**src/rtl/core/zbtr_pkg.sv**
```systemverilog
`default_nettype none
package zbtr_pkg;

	localparam int KIND_W  = 2;
	localparam int COORD_W = 12;
	localparam int DEPTH_W = 16;
	localparam int PAINT_W = 24;
	localparam int COUNT_W = 13;
	localparam int CFG_W   = 7;
	localparam int POS_W   = 11;
	localparam int DIFF_W  = 13;
	localparam int PROD_W  = 26;
	localparam int STEP_W  = 14;
	localparam int EDGE_W  = 28;
	localparam int MUL_W   = DEPTH_W + EDGE_W - 1;
	localparam int ACC_W   = MUL_W + 2;

	localparam int DEF_MAX_WIDTH  = 64;
	localparam int DEF_MAX_HEIGHT = 64;

	localparam logic [KIND_W-1:0] KIND_DRAW  = 2'd0;
	localparam logic [KIND_W-1:0] KIND_CLEAR = 2'd1;
	localparam logic [KIND_W-1:0] KIND_READ  = 2'd2;

	localparam logic [DEPTH_W-1:0] DEPTH_MIN  = 16'h8000;
	localparam logic [CFG_W-1:0]   CFG_RESET  = 7'd64;

	typedef struct packed {
		logic [KIND_W-1:0]        kind;
		logic                     skip;
		logic                     oor;
		logic [POS_W-1:0]         lox;
		logic [POS_W-1:0]         hix;
		logic [POS_W-1:0]         loy;
		logic [POS_W-1:0]         hiy;
		logic [EDGE_W-1:0]        den;
		logic signed [EDGE_W-1:0] n1;
		logic signed [EDGE_W-1:0] n2;
		logic signed [STEP_W-1:0] dn1x;
		logic signed [STEP_W-1:0] dn1y;
		logic signed [STEP_W-1:0] dn2x;
		logic signed [STEP_W-1:0] dn2y;
		logic [DEPTH_W-1:0]       e0;
		logic [DEPTH_W-1:0]       e1;
		logic [DEPTH_W-1:0]       e2;
		logic [PAINT_W-1:0]       paint;
	} job_t;

	typedef struct packed {
		logic [PAINT_W-1:0] colour;
		logic [DEPTH_W-1:0] depth;
		logic [COUNT_W-1:0] count;
		logic               oor;
	} result_t;

endpackage
`default_nettype wire

```
**src/rtl/core/zbtr_queue.sv**
```systemverilog
`default_nettype none
module zbtr_queue (
	input  logic           clk,
	input  logic           arst_n,
	input  zbtr_pkg::job_t push_data,
	input  logic           push_valid,
	output logic           push_ready,
	output zbtr_pkg::job_t pop_data,
	output logic           pop_valid,
	input  logic           pop_ready
);
	import zbtr_pkg::*;

	job_t       slot_q [2];
	logic       wp_q, rp_q;
	logic [1:0] cnt_q;
	logic       do_push, do_pop;

	assign push_ready = (cnt_q != 2'd2);
	assign pop_valid  = (cnt_q != 2'd0);
	assign pop_data   = slot_q[rp_q];
	assign do_push    = push_valid && push_ready;
	assign do_pop     = pop_valid && pop_ready;

	always_ff @(posedge clk or negedge arst_n) begin
		if (!arst_n) begin
			wp_q  <= 1'b0;
			rp_q  <= 1'b0;
			cnt_q <= 2'd0;
		end else begin
			if (do_push) begin
				wp_q <= !wp_q;
			end
			if (do_pop) begin
				rp_q <= !rp_q;
			end
			if (do_push && !do_pop) begin
				cnt_q <= cnt_q + 2'd1;
			end else if (do_pop && !do_push) begin
				cnt_q <= cnt_q - 2'd1;
			end
		end
	end

	always_ff @(posedge clk) begin
		if (do_push) begin
			slot_q[wp_q] <= push_data;
		end
	end
endmodule
`default_nettype wire

```
**config.mk**
```make
export PLATFORM = sky130hd
export DESIGN_NAME = zbtr_queue
export DESIGN_NICKNAME = d
export VERILOG_FILES = /design/src/rtl/core/zbtr_pkg.sv /design/src/rtl/core/zbtr_queue.sv
export SDC_FILE = /design/constraint.sdc
export NUM_CORES = 1
export LEC_CHECK = 0
export BUFFER_PORTS_ARGS = -buffer_cell sky130_fd_sc_hd__buf_4
export CAP_MARGIN = 30
export CORE_AREA = 2 2 202 204
export DETAILED_ROUTE_END_ITERATION = 10
export DIE_AREA = 0 0 204 206
export PLACE_DENSITY = 0.76
export SYNTH_ARGS = -nofsm -noshare
export SYNTH_HDL_FRONTEND = slang
export SYNTH_SLANG_ARGS = --single-unit
```
**constraint.sdc**
```tcl
create_clock -name clk -period 14.8 [get_ports clk]
set_input_delay 2.96 -clock clk [delete_from_list [all_inputs] [get_ports clk]]
set_output_delay 2.96 -clock clk [all_outputs]
set_load 0.01 [all_outputs]
```
; ---- Word level (Yosys, flattened, before mapping)
; Memories as Yosys holds them, arrays and structs flattened.
; Index checks and enable logic that the tools add are counted.
[classes]
reduce_logical = 10
eq_ne = 1
addsub = 2
n_mux = 4
[ops]
columns = op, count
row1 = 1-bit logical AND, 4
row2 = 1-bit zero test, 4
row3 = 2-bit 2-to-1 mux, 2
row4 = 2-bit nonzero test, 2
row5 = 2-bit by 1-bit adder with 2-bit output (second input constant), 1
row6 = 1-bit 2-to-1 mux, 2
row7 = 2-bit != test (second input constant), 1
row8 = 2-bit by 1-bit subtractor with 2-bit output (second input constant), 1
[word_totals]
word_cells = 21
memories = 1
ff_bits = 4
ramBits = 520
out_inout_bits = 262
[mem_list]
columns = name, depth, width, rd, rd_clocked_by_memory_dff, wr, line_no
row1 = slot_q, 2, 260, 1, 0, 1, zbtr_queue.sv:14  ; job_t slot_q [2];

; ---- Longest topological paths before layout
[depth]
word_depth = 6
depth_mapped = 7
mapped_depth_nobuf = 7

; ---- Least setup slack after synthesis
; OpenSTA, ideal clock, no wires.
[synth_timing]
kind = input port to flip-flop
startpoint = input push_valid
endpoint = memory slot_q[0][0] (netlist bit), enable pin
slack_ps = 94
t_required_ps = 13914
arrival_time_ps = 13820
path_buffers = 0
stages = 2
setup_time_ps = 886
path_cell_list = nand2_1 nor2_1
[synth_via]
elab_chain_len = 3
[synth_rtl]
columns = item, line_no
row1 = start: declaration, zbtr_queue.sv:6  ; input logic push_valid,
row2 = 1-bit logical AND, zbtr_queue.sv:22  ; assign do_push = push_valid && push_ready;
row3 = 1-bit 2-to-1 mux, zbtr_queue.sv:46  ; if (do_push) begin
row4 = 1-bit 2-to-1 mux (not written as such), zbtr_queue.sv:47  ; slot_q[wp_q] <= push_data;
row5 = end: declaration, zbtr_queue.sv:14
; Every way passes these cells.

==> results.cfg <==
[power_and_ir_drop]
ir_worst_vdd_uv = 198
leakage_nw = 10.2
power_density_nw_per_um2 = 200

[setup_path]
cp.required_ns = 11.84
ff2ff_path_depth = 5
endpoint = pop_data[28]
worstReg2RegStart = cnt_q[0]
cp_common_cell = buf_4
timing.rr.end = slot_q[1][131]
critPathLaunchType = flip-flop
worst-path-max-fanout = 57
end_kind = primary output
reg2reg_slack_ns = 11.67
critPathTopFamily = buffers and inverters
cp_num_buf_inv = 3
cpMaxStageDelayCell = dfrtp_4
critPathLaunch = rp_q
worstPathCellList = buf_4 > buf_4 > mux2_2 > buf_4
worst-path-stages = 4
critical-path-max-stage-delay_ns = 0.99
critPathKind = reg2out
arrival_ns = 3.85

[drt]
wl_per_cell_um = 21.6
vias = 9754
drc_errors = 0
antenna_left = 0
drtIter0Drc = 492
routed_wl_mm = 42.3
drt-pass1-iter-count = 4
avgViaCountPerCell = 4.97

[die]
die_h_um = 206
ios = 526
initial_core_util_pct = 49.1
die_x_um = 204
coreArea_um2 = 40200
die_area_um2 = 42000
rows = 74

[global_route]
antenna_found_initial = 0
overflow = 0
grt_pass1_wl_mm = 58.8
gr-usage-all-layers_pct = 19.0
grt_start_max_net_pins = 78
grt_pass1_vias = 10100

[clocking]
clock-sinks = 524
htreeDepth = 2
cts_hold_buf = 0
numCtsBuffers = 51
clockBufferDepth = 3
cts_tree = built
cts.repair.resized = 0
post_cts_buffers = 0
cts.clk_slew.worst_paths_ns = 0.06
insertion_delay_ns = 0.56
cts_root_buf = clkbuf_16

[sta]
whs_ns = 0.511
period_needed_ns = 6.81
worst_pin_slew_ns = 0.979
setup-violations-final = 0
drv_slew = 0
fin_tns_setup_ns = 0
rsz0062_at_grt = false
post-route-period-util_pct = 46.0
hold_violations = 0
worst_slack_ns = 7.99
fin_skew_ns = 0.00994
slew_headroom_pct = 34.7
timing.fmax_mhz = 147

[finish]
post-route-util_pct = 64.6
antenna_cells = 0
fin_nets = 1657
seqCellArea_um2 = 15700
area_growth_pct = 31.6
fillers = 2771
multi_input_area_um2 = 3740
drive_above_1_share_pct = 61.2
final_cells = 1961

[run_status]
status = completed

[placed_design]
hpwl_mm = 29.6
port_buffers = 525
place_ws_ns = 8.58
gp_congestion = 0.838
dp_cells = 1868

[synth]
yosysSeqAreaShare_pct = 79.6
synth_top_area_share_pct = 79.1
synth-seq-cells = 524
syn_nets = 1092
synth.avg_cell_area_um2 = 23.9
syn_inst = 827
synth_warnings = 0
synth.area.top_cells = edfxtp_1 79%, mux2_4 14%, mux2_2 4.0%, buf_6 1.3%, dfrtp_1 0.51%
synth_top_cell_by_area = edfxtp_1
synthesis.area_um2 = 19700
synth_cell_types = 15

[worst_hold_path]
hp-class = reg2reg

[job]
drv_cap = 0
layer usage:
metal	global-route usage (%)	part of all wire (%)	up-vias
met5	0	0	-
met4	9.29	3.9	0
met3	5.98	8.4	86
met2	33.0	52	403
met1	21.2	35	4837
li1	-	-	4428
how the worst min path moves through the flow:
stage | depth (start not counted) | slack [ns] | startpoint | end
after global placement | 1 | 0.47 | cnt_q[1] | cnt_q[1]
final | 1 | 0.51 | cnt_q[1] | cnt_q[1]
after global routing | 1 | 0.54 | cnt_q[1] | cnt_q[1]
after floorplan | 1 | 0.46 | cnt_q[1] | cnt_q[1]
after detailed placement | 1 | 0.48 | cnt_q[1] | cnt_q[1]
after CTS | 1 | 0.51 | cnt_q[1] | cnt_q[1]
synth_stat cells, drive strengths merged:
cell type and number:
buf 29, nor2 2, and3 1, xnor2 3, inv 1, ha 1, nand2b 1, nand2 2
xor2 2, mux2 260, dfrtp 4, or2 1, edfxtp 520
flip-flops by register name (all words and copies together) (netlist names):
register  cells
wp_q          1
slot_q      520
cnt_q         2
rp_q          1
worst register-to-register path: stages, from the launching register on:
cell,delay [ns]
dfrtp_1,0.41
nand2b_1,0.22
and3_4,0.64
buf_4,0.84
buf_4,0.30
buf_16,0.33
metrics by stage:
step / area (um^2) / total power [mW]
after global routing: 26000 / 5.41
after global placement: 24200 / 3.91
after CTS: 25900 / 5.24
after floorplan: 19700 / 3.33
after detailed placement: 24200 / 3.95
final: 26000 / 5.20
layout by cell type, fill, tap and decap left out, drive strengths merged, types with 2 or more instances in the layout:
cell | synthesis | layout
mux2 | 260 | 260
buf | 29 | 541
edfxtp | 520 | 520
clkinv | 0 | 13
xor2 | 2 | 2
dfrtp | 4 | 4
bufinv | 0 | 6
nand2 | 2 | 2
clkbuf | 0 | 70
nor2 | 2 | 2
xnor2 | 3 | 3
cells by family after synthesis:
logic type	Yosys count	share of synthesized area, %
simple gates	7	0.171
buf+inv	30	1.45
xor+xnor	5	0.222
fa+ha+maj	1	0.0634
flops	524	79.6
mux	260	18.5
power breakdown:
part	internal [mW]	switching [mW]	total [mW]
Sequential	2.03	0.125	2.16
Clock	0.776	0.505	1.28
Combinational	0.954	0.812	1.77
Total	3.76	1.44	5.20
layout make-up:
class / count / share of cell area [%]
clock inverters: 20 / 0.954
flip-flops and latches: 524 / 60.5
repair buffers: 541 / 16.0
clock buffers: 70 / 5.51
well taps: 532 / 2.56
multi-input cells: 273 / 14.4
inverters: 1 / 0.0145
Note: power is estimated with default switching activity, not from simulation.
