### src/rtl/core/zbtr_pkg.sv
`default_nettype none
package zbtr_pkg;

	localparam int KIND_W  = 2;
	localparam int COORD_W = 12;
	localparam int DEPTH_W = 16;
	localparam int PAINT_W = 24;
	localparam int COUNT_W = 13;
	localparam int CFG_W   = 7;
	localparam int POS_W   = 11;
	localparam int DIFF_W  = 13;
	localparam int PROD_W  = 26;
	localparam int STEP_W  = 14;
	localparam int EDGE_W  = 28;
	localparam int MUL_W   = DEPTH_W + EDGE_W - 1;
	localparam int ACC_W   = MUL_W + 2;

	localparam int DEF_MAX_WIDTH  = 64;
	localparam int DEF_MAX_HEIGHT = 64;

	localparam logic [KIND_W-1:0] KIND_DRAW  = 2'd0;
	localparam logic [KIND_W-1:0] KIND_CLEAR = 2'd1;
	localparam logic [KIND_W-1:0] KIND_READ  = 2'd2;

	localparam logic [DEPTH_W-1:0] DEPTH_MIN  = 16'h8000;
	localparam logic [CFG_W-1:0]   CFG_RESET  = 7'd64;

	typedef struct packed {
		logic [KIND_W-1:0]        kind;
		logic                     skip;
		logic                     oor;
		logic [POS_W-1:0]         lox;
		logic [POS_W-1:0]         hix;
		logic [POS_W-1:0]         loy;
		logic [POS_W-1:0]         hiy;
		logic [EDGE_W-1:0]        den;
		logic signed [EDGE_W-1:0] n1;
		logic signed [EDGE_W-1:0] n2;
		logic signed [STEP_W-1:0] dn1x;
		logic signed [STEP_W-1:0] dn1y;
		logic signed [STEP_W-1:0] dn2x;
		logic signed [STEP_W-1:0] dn2y;
		logic [DEPTH_W-1:0]       e0;
		logic [DEPTH_W-1:0]       e1;
		logic [DEPTH_W-1:0]       e2;
		logic [PAINT_W-1:0]       paint;
	} job_t;

	typedef struct packed {
		logic [PAINT_W-1:0] colour;
		logic [DEPTH_W-1:0] depth;
		logic [COUNT_W-1:0] count;
		logic               oor;
	} result_t;

endpackage
`default_nettype wire

### src/rtl/core/zbtr_intf.sv
`default_nettype none
interface zbtr_in_if;
	import zbtr_pkg::*;
	logic                      valid;
	logic                      ready;
	logic [KIND_W-1:0]         kind;
	logic signed [COORD_W-1:0] x0;
	logic signed [COORD_W-1:0] y0;
	logic signed [COORD_W-1:0] x1;
	logic signed [COORD_W-1:0] y1;
	logic signed [COORD_W-1:0] x2;
	logic signed [COORD_W-1:0] y2;
	logic signed [DEPTH_W-1:0] depth0;
	logic signed [DEPTH_W-1:0] depth1;
	logic signed [DEPTH_W-1:0] depth2;
	logic [PAINT_W-1:0]        paint;
	modport source(output valid, kind, x0, y0, x1, y1, x2, y2, depth0, depth1, depth2, paint,
		input ready);
	modport sink(input valid, kind, x0, y0, x1, y1, x2, y2, depth0, depth1, depth2, paint,
		output ready);
endinterface

`default_nettype wire

### src/rtl/core/zbtr_front.sv
`default_nettype none
module zbtr_front (
	input  logic                      clk,
	input  logic                      arst_n,
	zbtr_in_if.sink                   in_ch,
	input  logic [zbtr_pkg::POS_W-1:0] eff_w,
	input  logic [zbtr_pkg::POS_W-1:0] eff_h,
	input  logic                      hold,
	output zbtr_pkg::job_t            job,
	output logic                      job_valid,
	input  logic                      job_ready
);
	import zbtr_pkg::*;

	logic en;
	logic v_s1, v_s2, v_s3;

	logic signed [DIFF_W-1:0] ax, ay, bx, by, cx, cy, w13, h13;
	logic signed [DIFF_W-1:0] minx, maxx, miny, maxy, lox, hix, loy, hiy;
	logic                     empty, oor;

	logic [KIND_W-1:0]        kind_s1, kind_s2;
	logic signed [DIFF_W-1:0] dbx_s1, dby_s1, dcx_s1, dcy_s1, alx_s1, aly_s1;
	logic signed [DIFF_W-1:0] dbx_s2, dby_s2, dcx_s2, dcy_s2;
	logic [POS_W-1:0]         lox_s1, hix_s1, loy_s1, hiy_s1;
	logic [POS_W-1:0]         lox_s2, hix_s2, loy_s2, hiy_s2;
	logic                     empty_s1, empty_s2, oor_s1, oor_s2;
	logic [DEPTH_W-1:0]       e0_s1, e1_s1, e2_s1, e0_s2, e1_s2, e2_s2;
	logic [PAINT_W-1:0]       paint_s1, paint_s2;
	logic signed [PROD_W-1:0] pd0_s2, pd1_s2, pq0_s2, pq1_s2, pr0_s2, pr1_s2;

	logic signed [EDGE_W-1:0] den, n1, n2;
	logic                     neg;
	job_t                     job_s3;

	assign en          = !v_s3 || job_ready;
	assign in_ch.ready = en && !hold;
	assign job         = job_s3;
	assign job_valid   = v_s3;

	always_comb begin
		ax = DIFF_W'(in_ch.x0);
		ay = DIFF_W'(in_ch.y0);
		bx = DIFF_W'(in_ch.x1);
		by = DIFF_W'(in_ch.y1);
		cx = DIFF_W'(in_ch.x2);
		cy = DIFF_W'(in_ch.y2);
		w13 = DIFF_W'({2'b00, eff_w});
		h13 = DIFF_W'({2'b00, eff_h});
		minx = (ax < bx) ? ax : bx;
		minx = (minx < cx) ? minx : cx;
		maxx = (ax > bx) ? ax : bx;
		maxx = (maxx > cx) ? maxx : cx;
		miny = (ay < by) ? ay : by;
		miny = (miny < cy) ? miny : cy;
		maxy = (ay > by) ? ay : by;
		maxy = (maxy > cy) ? maxy : cy;
		lox = (minx < 0) ? '0 : minx;
		loy = (miny < 0) ? '0 : miny;
		hix = (maxx > w13 - 1) ? w13 - 1 : maxx;
		hiy = (maxy > h13 - 1) ? h13 - 1 : maxy;
		empty = (lox > hix) || (loy > hiy);
		oor = (ax < 0) || (ay < 0) || (ax >= w13) || (ay >= h13);
	end

	always_comb begin
		den = EDGE_W'(pd0_s2) - EDGE_W'(pd1_s2);
		n1  = EDGE_W'(pq0_s2) - EDGE_W'(pq1_s2);
		n2  = EDGE_W'(pr0_s2) - EDGE_W'(pr1_s2);
		neg = den[EDGE_W-1];
	end

	always_ff @(posedge clk or negedge arst_n) begin
		if (!arst_n) begin
			v_s1 <= 1'b0;
			v_s2 <= 1'b0;
			v_s3 <= 1'b0;
		end else if (en) begin
			v_s1 <= in_ch.valid && in_ch.ready;
			v_s2 <= v_s1;
			v_s3 <= v_s2;
		end
	end

	always_ff @(posedge clk) begin
		if (en) begin
			kind_s1  <= in_ch.kind;
			dbx_s1   <= bx - ax;
			dby_s1   <= by - ay;
			dcx_s1   <= cx - ax;
			dcy_s1   <= cy - ay;
			alx_s1   <= ax - lox;
			aly_s1   <= ay - loy;
			empty_s1 <= empty;
			oor_s1   <= oor;
			e0_s1    <= in_ch.depth0 ^ DEPTH_MIN;
			e1_s1    <= in_ch.depth1 ^ DEPTH_MIN;
			e2_s1    <= in_ch.depth2 ^ DEPTH_MIN;
			paint_s1 <= in_ch.paint;
			if (in_ch.kind == KIND_READ) begin
				lox_s1 <= POS_W'(in_ch.x0);
				loy_s1 <= POS_W'(in_ch.y0);
			end else begin
				lox_s1 <= POS_W'(lox);
				loy_s1 <= POS_W'(loy);
			end
			hix_s1 <= POS_W'(hix);
			hiy_s1 <= POS_W'(hiy);

			kind_s2  <= kind_s1;
			dbx_s2   <= dbx_s1;
			dby_s2   <= dby_s1;
			dcx_s2   <= dcx_s1;
			dcy_s2   <= dcy_s1;
			lox_s2   <= lox_s1;
			hix_s2   <= hix_s1;
			loy_s2   <= loy_s1;
			hiy_s2   <= hiy_s1;
			empty_s2 <= empty_s1;
			oor_s2   <= oor_s1;
			e0_s2    <= e0_s1;
			e1_s2    <= e1_s1;
			e2_s2    <= e2_s1;
			paint_s2 <= paint_s1;
			pd0_s2   <= dcx_s1 * dby_s1;
			pd1_s2   <= dbx_s1 * dcy_s1;
			pq0_s2   <= alx_s1 * dcy_s1;
			pq1_s2   <= dcx_s1 * aly_s1;
			pr0_s2   <= dbx_s1 * aly_s1;
			pr1_s2   <= alx_s1 * dby_s1;

			job_s3.kind  <= kind_s2;
			job_s3.skip  <= empty_s2 || (den == '0);
			job_s3.oor   <= oor_s2;
			job_s3.lox   <= lox_s2;
			job_s3.hix   <= hix_s2;
			job_s3.loy   <= loy_s2;
			job_s3.hiy   <= hiy_s2;
			job_s3.den   <= neg ? -den : den;
			job_s3.n1    <= neg ? -n1 : n1;
			job_s3.n2    <= neg ? -n2 : n2;
			job_s3.dn1y  <= neg ? -STEP_W'(dcx_s2) : STEP_W'(dcx_s2);
			job_s3.dn2y  <= neg ? STEP_W'(dbx_s2) : -STEP_W'(dbx_s2);
			job_s3.dn1x  <= neg ? STEP_W'(dcy_s2) : -STEP_W'(dcy_s2);
			job_s3.dn2x  <= neg ? -STEP_W'(dby_s2) : STEP_W'(dby_s2);
			job_s3.e0    <= e0_s2;
			job_s3.e1    <= e1_s2;
			job_s3.e2    <= e2_s2;
			job_s3.paint <= paint_s2;
		end
	end
endmodule
`default_nettype wire

### src/flat_wrapper.sv
// flat-port wrapper written by rule: the top's interface ports become plain ports
module zbtr_front_flat import zbtr_pkg::*;
  (clk, arst_n, eff_w, eff_h, hold, job, job_valid, job_ready, in_ch_valid, in_ch_kind, in_ch_x0, in_ch_y0, in_ch_x1, in_ch_y1, in_ch_x2, in_ch_y2, in_ch_depth0, in_ch_depth1, in_ch_depth2, in_ch_paint, in_ch_ready);
  zbtr_in_if in_ch_i ();
  input  logic clk;
  input  logic arst_n;
  input  logic [zbtr_pkg::POS_W-1:0] eff_w;
  input  logic [zbtr_pkg::POS_W-1:0] eff_h;
  input  logic hold;
  output zbtr_pkg::job_t job;
  output logic job_valid;
  input  logic job_ready;
  input wire logic [$bits(in_ch_i.valid)-1:0] in_ch_valid;
  input wire logic [$bits(in_ch_i.kind)-1:0] in_ch_kind;
  input wire logic [$bits(in_ch_i.x0)-1:0] in_ch_x0;
  input wire logic [$bits(in_ch_i.y0)-1:0] in_ch_y0;
  input wire logic [$bits(in_ch_i.x1)-1:0] in_ch_x1;
  input wire logic [$bits(in_ch_i.y1)-1:0] in_ch_y1;
  input wire logic [$bits(in_ch_i.x2)-1:0] in_ch_x2;
  input wire logic [$bits(in_ch_i.y2)-1:0] in_ch_y2;
  input wire logic [$bits(in_ch_i.depth0)-1:0] in_ch_depth0;
  input wire logic [$bits(in_ch_i.depth1)-1:0] in_ch_depth1;
  input wire logic [$bits(in_ch_i.depth2)-1:0] in_ch_depth2;
  input wire logic [$bits(in_ch_i.paint)-1:0] in_ch_paint;
  output wire logic [$bits(in_ch_i.ready)-1:0] in_ch_ready;
  assign in_ch_i.valid = in_ch_valid;
  assign in_ch_i.kind = in_ch_kind;
  assign in_ch_i.x0 = in_ch_x0;
  assign in_ch_i.y0 = in_ch_y0;
  assign in_ch_i.x1 = in_ch_x1;
  assign in_ch_i.y1 = in_ch_y1;
  assign in_ch_i.x2 = in_ch_x2;
  assign in_ch_i.y2 = in_ch_y2;
  assign in_ch_i.depth0 = in_ch_depth0;
  assign in_ch_i.depth1 = in_ch_depth1;
  assign in_ch_i.depth2 = in_ch_depth2;
  assign in_ch_i.paint = in_ch_paint;
  assign in_ch_ready = in_ch_i.ready;
  zbtr_front u_core (.clk(clk), .arst_n(arst_n), .in_ch(in_ch_i), .eff_w(eff_w), .eff_h(eff_h), .hold(hold), .job(job), .job_valid(job_valid), .job_ready(job_ready));
endmodule
### config.mk
export PLATFORM = sky130hd
export DESIGN_NAME = zbtr_front_flat
export DESIGN_NICKNAME = d
export VERILOG_FILES = /design/src/rtl/core/zbtr_pkg.sv /design/src/rtl/core/zbtr_intf.sv /design/src/rtl/core/zbtr_front.sv /design/src/flat_wrapper.sv
export SDC_FILE = /design/constraint.sdc
export NUM_CORES = 2
export LEC_CHECK = 0
export BUFFER_PORTS_ARGS = -buffer_cell sky130_fd_sc_hd__buf_2
export CAP_MARGIN = 20
export CORE_UTILIZATION = 50
export DETAILED_ROUTE_END_ITERATION = 8
export GPL_TIMING_DRIVEN = 0
export PLACE_DENSITY = 0.7
export SYNTH_ARGS = -nofsm -noshare
export SYNTH_HDL_FRONTEND = slang
export SYNTH_SLANG_ARGS = --single-unit
### constraint.sdc
create_clock -name clk -period 27.7 [get_ports clk]
set_input_delay 4.155 -clock clk [delete_from_list [all_inputs] [get_ports clk]]
set_output_delay 4.155 -clock clk [all_outputs]
set_load 0.1 [all_outputs]
Word level (Yosys, flattened, before mapping)
Cells that the tools add are included.
- flip-flop bits (word level): 789
- word-level logic and storage cells: 138
- input bits: 173
- output and inout bits: 262
- muxes and demuxes: 21
- $lt $le $gt $ge: 18
- reductions and logical operators: 11
- bitwise operators: 3
- add/subtract/negate cells: 18
- eq/ne operators: 1
- multipliers: 6
- operator list (operator ; count):
    multiplier 13 x 13 -> 26 bit ; 6
    2-to-1 mux 13 bit ; 12
    subtractor 26 x 26 -> 27 bit ; 3
    2-to-1 mux 14 bit ; 4
    2-to-1 mux 28 bit ; 2
    negator 13 -> 14 bit ; 4
    negator 28 bit ; 2
    > comparator 13 x 12 -> 1 bit ; 4
    subtractor 12 x 12 -> 13 bit ; 4
    zero test 28 bit ; 1
    negator 27 -> 28 bit ; 1
    2-to-1 mux 27 bit ; 1
    > comparator 13 bit ; 2
    < comparator 13 x 1 -> 1 bit, second input constant ; 2
    < comparator 13 x 12 -> 1 bit ; 2
    subtractor 12 x 13 -> 13 bit ; 2
    >= comparator 12 bit ; 2
    > comparator 12 bit ; 2
    < comparator 12 x 1 -> 1 bit, second input constant ; 2
    < comparator 12 bit ; 2
    subtractor 11 x 1 -> 12 bit, second input constant ; 2
    2-to-1 mux 11 bit ; 2
    logical OR 1 bit ; 6
    inverter 1 bit ; 3
    3 further kinds ; 5

Depth between registers and ports, before layout
- depth after elaboration: 8
- depth in mapped cells: 44
- gate-level depth less buffers: 41

Least setup slack after synthesis
OpenSTA, ideal clock, no wires.
- kind: input -> output
- from: input port job_ready
- to: output port in_ch_ready
- path slack: -1530 ps
- arrival: 25075 ps
- stages: 2
- path buffers: 0
- required time: 23545 ps
- cells stage by stage: nand2b_1 nor2b_1
- word-level cells in the longest chain between the ends: 2
- ends and longest elaborated chain (item ; RTL line ; text):
    start: declaration ; flat_wrapper.sv:12 ; input logic job_ready;
    logical OR 1 bit ; zbtr_front.sv:36 ; assign en = !v_s3 || job_ready;
    logical AND 1 bit ; zbtr_front.sv:37 ; assign in_ch.ready = en && !hold;
    end: declaration ; flat_wrapper.sv:25 ; output wire logic [$bits(in_ch_i.ready)-1:0] in_ch_ready;
Every way passes these cells.

Final worst setup path
- from: input port in_ch_x0[1]
- to: register u_core.empty_s1, data pin
- word-level cells in the longest chain between the ends: 8
- elaborated cells on any way between the ends: 14
- those cells by class: order compare (7); mux (6); reduce/logical (1)
- ends and longest elaborated chain (item ; RTL line ; text):
    start: declaration ; flat_wrapper.sv:15 ; input wire logic [$bits(in_ch_i.x0)-1:0] in_ch_x0;
    > comparator 12 bit ; zbtr_front.sv:52 ; maxx = (ax > bx) ? ax : bx;
    2-to-1 mux 13 bit * ; zbtr_front.sv:52 ;
    > comparator 13 x 12 -> 1 bit ; zbtr_front.sv:53 ; maxx = (maxx > cx) ? maxx : cx;
    2-to-1 mux 13 bit * ; zbtr_front.sv:53 ;
    > comparator 13 x 12 -> 1 bit ; zbtr_front.sv:60 ; hix = (maxx > w13 - 1) ? w13 - 1 : maxx;
    2-to-1 mux 13 bit * ; zbtr_front.sv:60 ;
    net u_core.hix[0] ; zbtr_front.sv:19 ; logic signed [DIFF_W-1:0] minx, maxx, miny, maxy, lox, hix, loy, hiy;
    > comparator 13 bit * ; zbtr_front.sv:62 ; empty = (lox > hix) || (loy > hiy);
    logical OR 1 bit * ; zbtr_front.sv:62 ;
    net u_core.empty ; zbtr_front.sv:20 ; logic empty, oor;
    end signal: assignment ; zbtr_front.sv:94 ; empty_s1 <= empty;
    end: declaration ; zbtr_front.sv:27 ; logic empty_s1, empty_s2, oor_s1, oor_s2;
Mark *: on every way through the listed nets, which the timed path passes. The rest lies on a longest branch.
A chain may end at the register's enable or synchronous reset.

==> results.json <==
{
  "fin_util": 0.556,
  "first_pass_iters": 5,
  "synth_area_um2": 76500,
  "ys_seq_area_frac": 0.310,
  "min_period_ns": 13.70,
  "setup_viol": 0,
  "ys_dominant_reg_cell": "edfxtp_1",
  "async_flop_share": 0.00380,
  "hold_buffers": 0,
  "crit_buf_inv": 6,
  "start_kind": "input pin",
  "r2r_end": "u_core.pr1_s2[24]",
  "cts_inserted_buffers": 86,
  "wl_mm": 221,
  "synthTopCellsByArea": "edfxtp_1 (31%), fa_1 (26%), ha_1 (11%)",
  "critPathTopFamily": "compound AO/OA/AOI/OAI gates",
  "timing.setup.tns_ns": 0,
  "fin_crit_sh": 0.495,
  "postRouteAntennaNets": 0,
  "crit_type": "input pin to register",
  "cp.arrival_ns": 14.12,
  "cp-end-kind": "register",
  "rsz0062_at_grt": "false",
  "status": "complete, no violations",
  "fp.dieArea_um2": 155000,
  "fp.dieW_um": 393,
  "grt_overflow": 0,
  "initial_utilization": 0.503,
  "num_rows": 143,
  "synth_edf_count": 786,
  "cts_root_buf": "clkbuf_16",
  "hold_viol_final": 0,
  "synth.top_cell.area_share": 0.309,
  "ys_warn_count": 0,
  "avgSynthCellArea_um2": 10.7,
  "fin_skew_ns": 0.0488,
  "slew_headroom": 0.236,
  "cp.required_ns": 28.12,
  "gp_congestion": 0.993,
  "path_common_cell": "o21a_1",
  "drt-initial-drc-count": 4200,
  "r2r_slack_ns": 19.50,
  "tightest_slew_ns": 1.15,
  "layout-drive-gt1-share": 0.0871,
  "grt_pass1_vias": 55383,
  "clock_sinks": 789,
  "grt_usage": 0.291,
  "wl_per_cell_um": 22.5,
  "num_vias": 54443,
  "die_y_um": 393,
  "syn_inst": 7152,
  "antenna_found_initial": 24,
  "fmax_mhz": 73.0,
  "core_area_um2": 152000,
  "clk_pin_slew_ns": 0.06,
  "ys_ff_latch": 789,
  "syn2layout_area_growth_pct": 10.5,
  "holdPathStages": 0,
  "syn-num-nets": 8979,
  "grt_pass1_wl_mm": 332,
  "slowest_stage": "buf_1",
  "synth_cell_type_count": 78,
  "crit_fanout": 10,
  "io_buffers": 434,
  "synth_commonest_cells": "inv_1 (1289), fa_1 (981), edfxtp_1 (786), nand2_1 (742), ha_1 (673)",
  "hold_class": "register to register",
  "cap_violations": 0,
  "io_pins": 435,
  "synth.largest_area_cell": "edfxtp_1",
  "clock_path_buffers": 3,
  "insertion_delay_ns": 0.73,
  "drv_slew": 0,
  "cts_tree": "yes",
  "final_net_count": 9520,
  "drc": 0,
  "nFillCells": 13195,
  "critPathMaxStageDelay_ns": 0.57,
  "vias_per_cell": 5.55,
  "rr_worst_depth": 22,
  "synth_most_common_cell": "inv_1",
  "cts_resized": 0,
  "htreeDepth": 3,
  "hpwl_mm": 176,
  "hold_end": "u_core.job[226]",
  "r2r-start": "u_core.dby_s1[4]",
  "hold_path.startpoint": "u_core.loy_s2[3]",
  "grt_max_degree": 77,
  "postCtsSetupBuffers": 0
}
==> cells in the final DEF, fill, tap and decap left out, drive strengths merged, types with 39 or more instances in the layout <==
master	n
o21a	67
xor2	99
nand2	742
nand2b	100
o21ai	220
buf	459
a21oi	218
o31ai	40
nand3	66
xnor2	286
mux2i	49
and2	402
edfxtp	786
ha	673
inv	1299
fa	981
nor3	61
clkbuf	312
nor2b	50
nor2	232
mux2	39
a21o	98
==> cells by family after synthesis <==
kind of cell | Yosys count | synth area share
fa+ha+maj | 1654 | 0.367
simple gates | 1810 | 0.115
buf+inv | 1508 | 0.0740
flops | 789 | 0.310
xor+xnor | 385 | 0.0441
mux | 88 | 0.0122
compound gates | 917 | 0.0778
other cells | 1 | 0.0000490
==> routing by layer <==
metal | global-route usage | part of all wire | vias to the layer above
met5 | 0 | 0.00059 | -
met4 | 0.169 | 0.069 | 20
li1 | - | - | 24419
met2 | 0.455 | 0.45 | 2314
met1 | 0.369 | 0.39 | 27140
met3 | 0.0671 | 0.095 | 550
==> worst max path at each step <==
stage	startpoint	to	cells after the start
finish	in_ch_x0[1]	u_core.empty_s1	45
detailed placement	in_ch_x0[1]	u_core.empty_s1	45
global placement	job_ready	in_ch_ready	4
CTS	in_ch_x0[1]	u_core.empty_s1	45
global route	in_ch_x0[1]	u_core.empty_s1	45
floorplan	job_ready	in_ch_ready	2
==> cell type report <==
| cell class | count | area [um2] | area share |
|---|---|---|---|
| antenna | 9 | 22.5 | 0.000266 |
| clock inverter | 61 | 643 | 0.00761 |
| tap | 2030 | 2540 | 0.0300 |
| buffer | 219 | 835 | 0.00987 |
| sequential | 789 | 23700 | 0.280 |
| timing repair buffer | 453 | 2610 | 0.0308 |
| multi-input combinational | 4855 | 47100 | 0.558 |
| inverter | 1289 | 4840 | 0.0572 |
| clock buffer | 99 | 2220 | 0.0263 |
==> state kept, by name, indices dropped and copies added (netlist names), 16 cells and up <==
| register | flops |
|---|---|
| u_core.e2_s2 | 16 |
| u_core.e0_s1 | 16 |
| u_core.e1_s2 | 16 |
| u_core.pr0_s2 | 26 |
| u_core.paint_s1 | 24 |
| u_core.pd1_s2 | 26 |
| u_core.pq1_s2 | 26 |
| u_core.paint_s2 | 24 |
| u_core.job | 260 |
| u_core.pr1_s2 | 26 |
| u_core.e0_s2 | 16 |
| u_core.pd0_s2 | 26 |
| u_core.pq0_s2 | 26 |
| u_core.e2_s1 | 16 |
| u_core.e1_s1 | 16 |
==> stage by stage <==
step                setup WS, ns  instances  hold WS (ns)  cell area [um2]
finish                     14.00       9804         0.414            84500
global route               13.65       9795         0.421            84500
CTS                        14.25       9795         0.414            84500
detailed placement         13.46       9635         0.405            81600
global placement            5.23       9616         0.400            81200
floorplan                   7.81       7152         0.400            76500
Power is left out: the tool's default activity adds up to more than one toggle a clock period on the data nets, which glitch-free logic cannot reach.
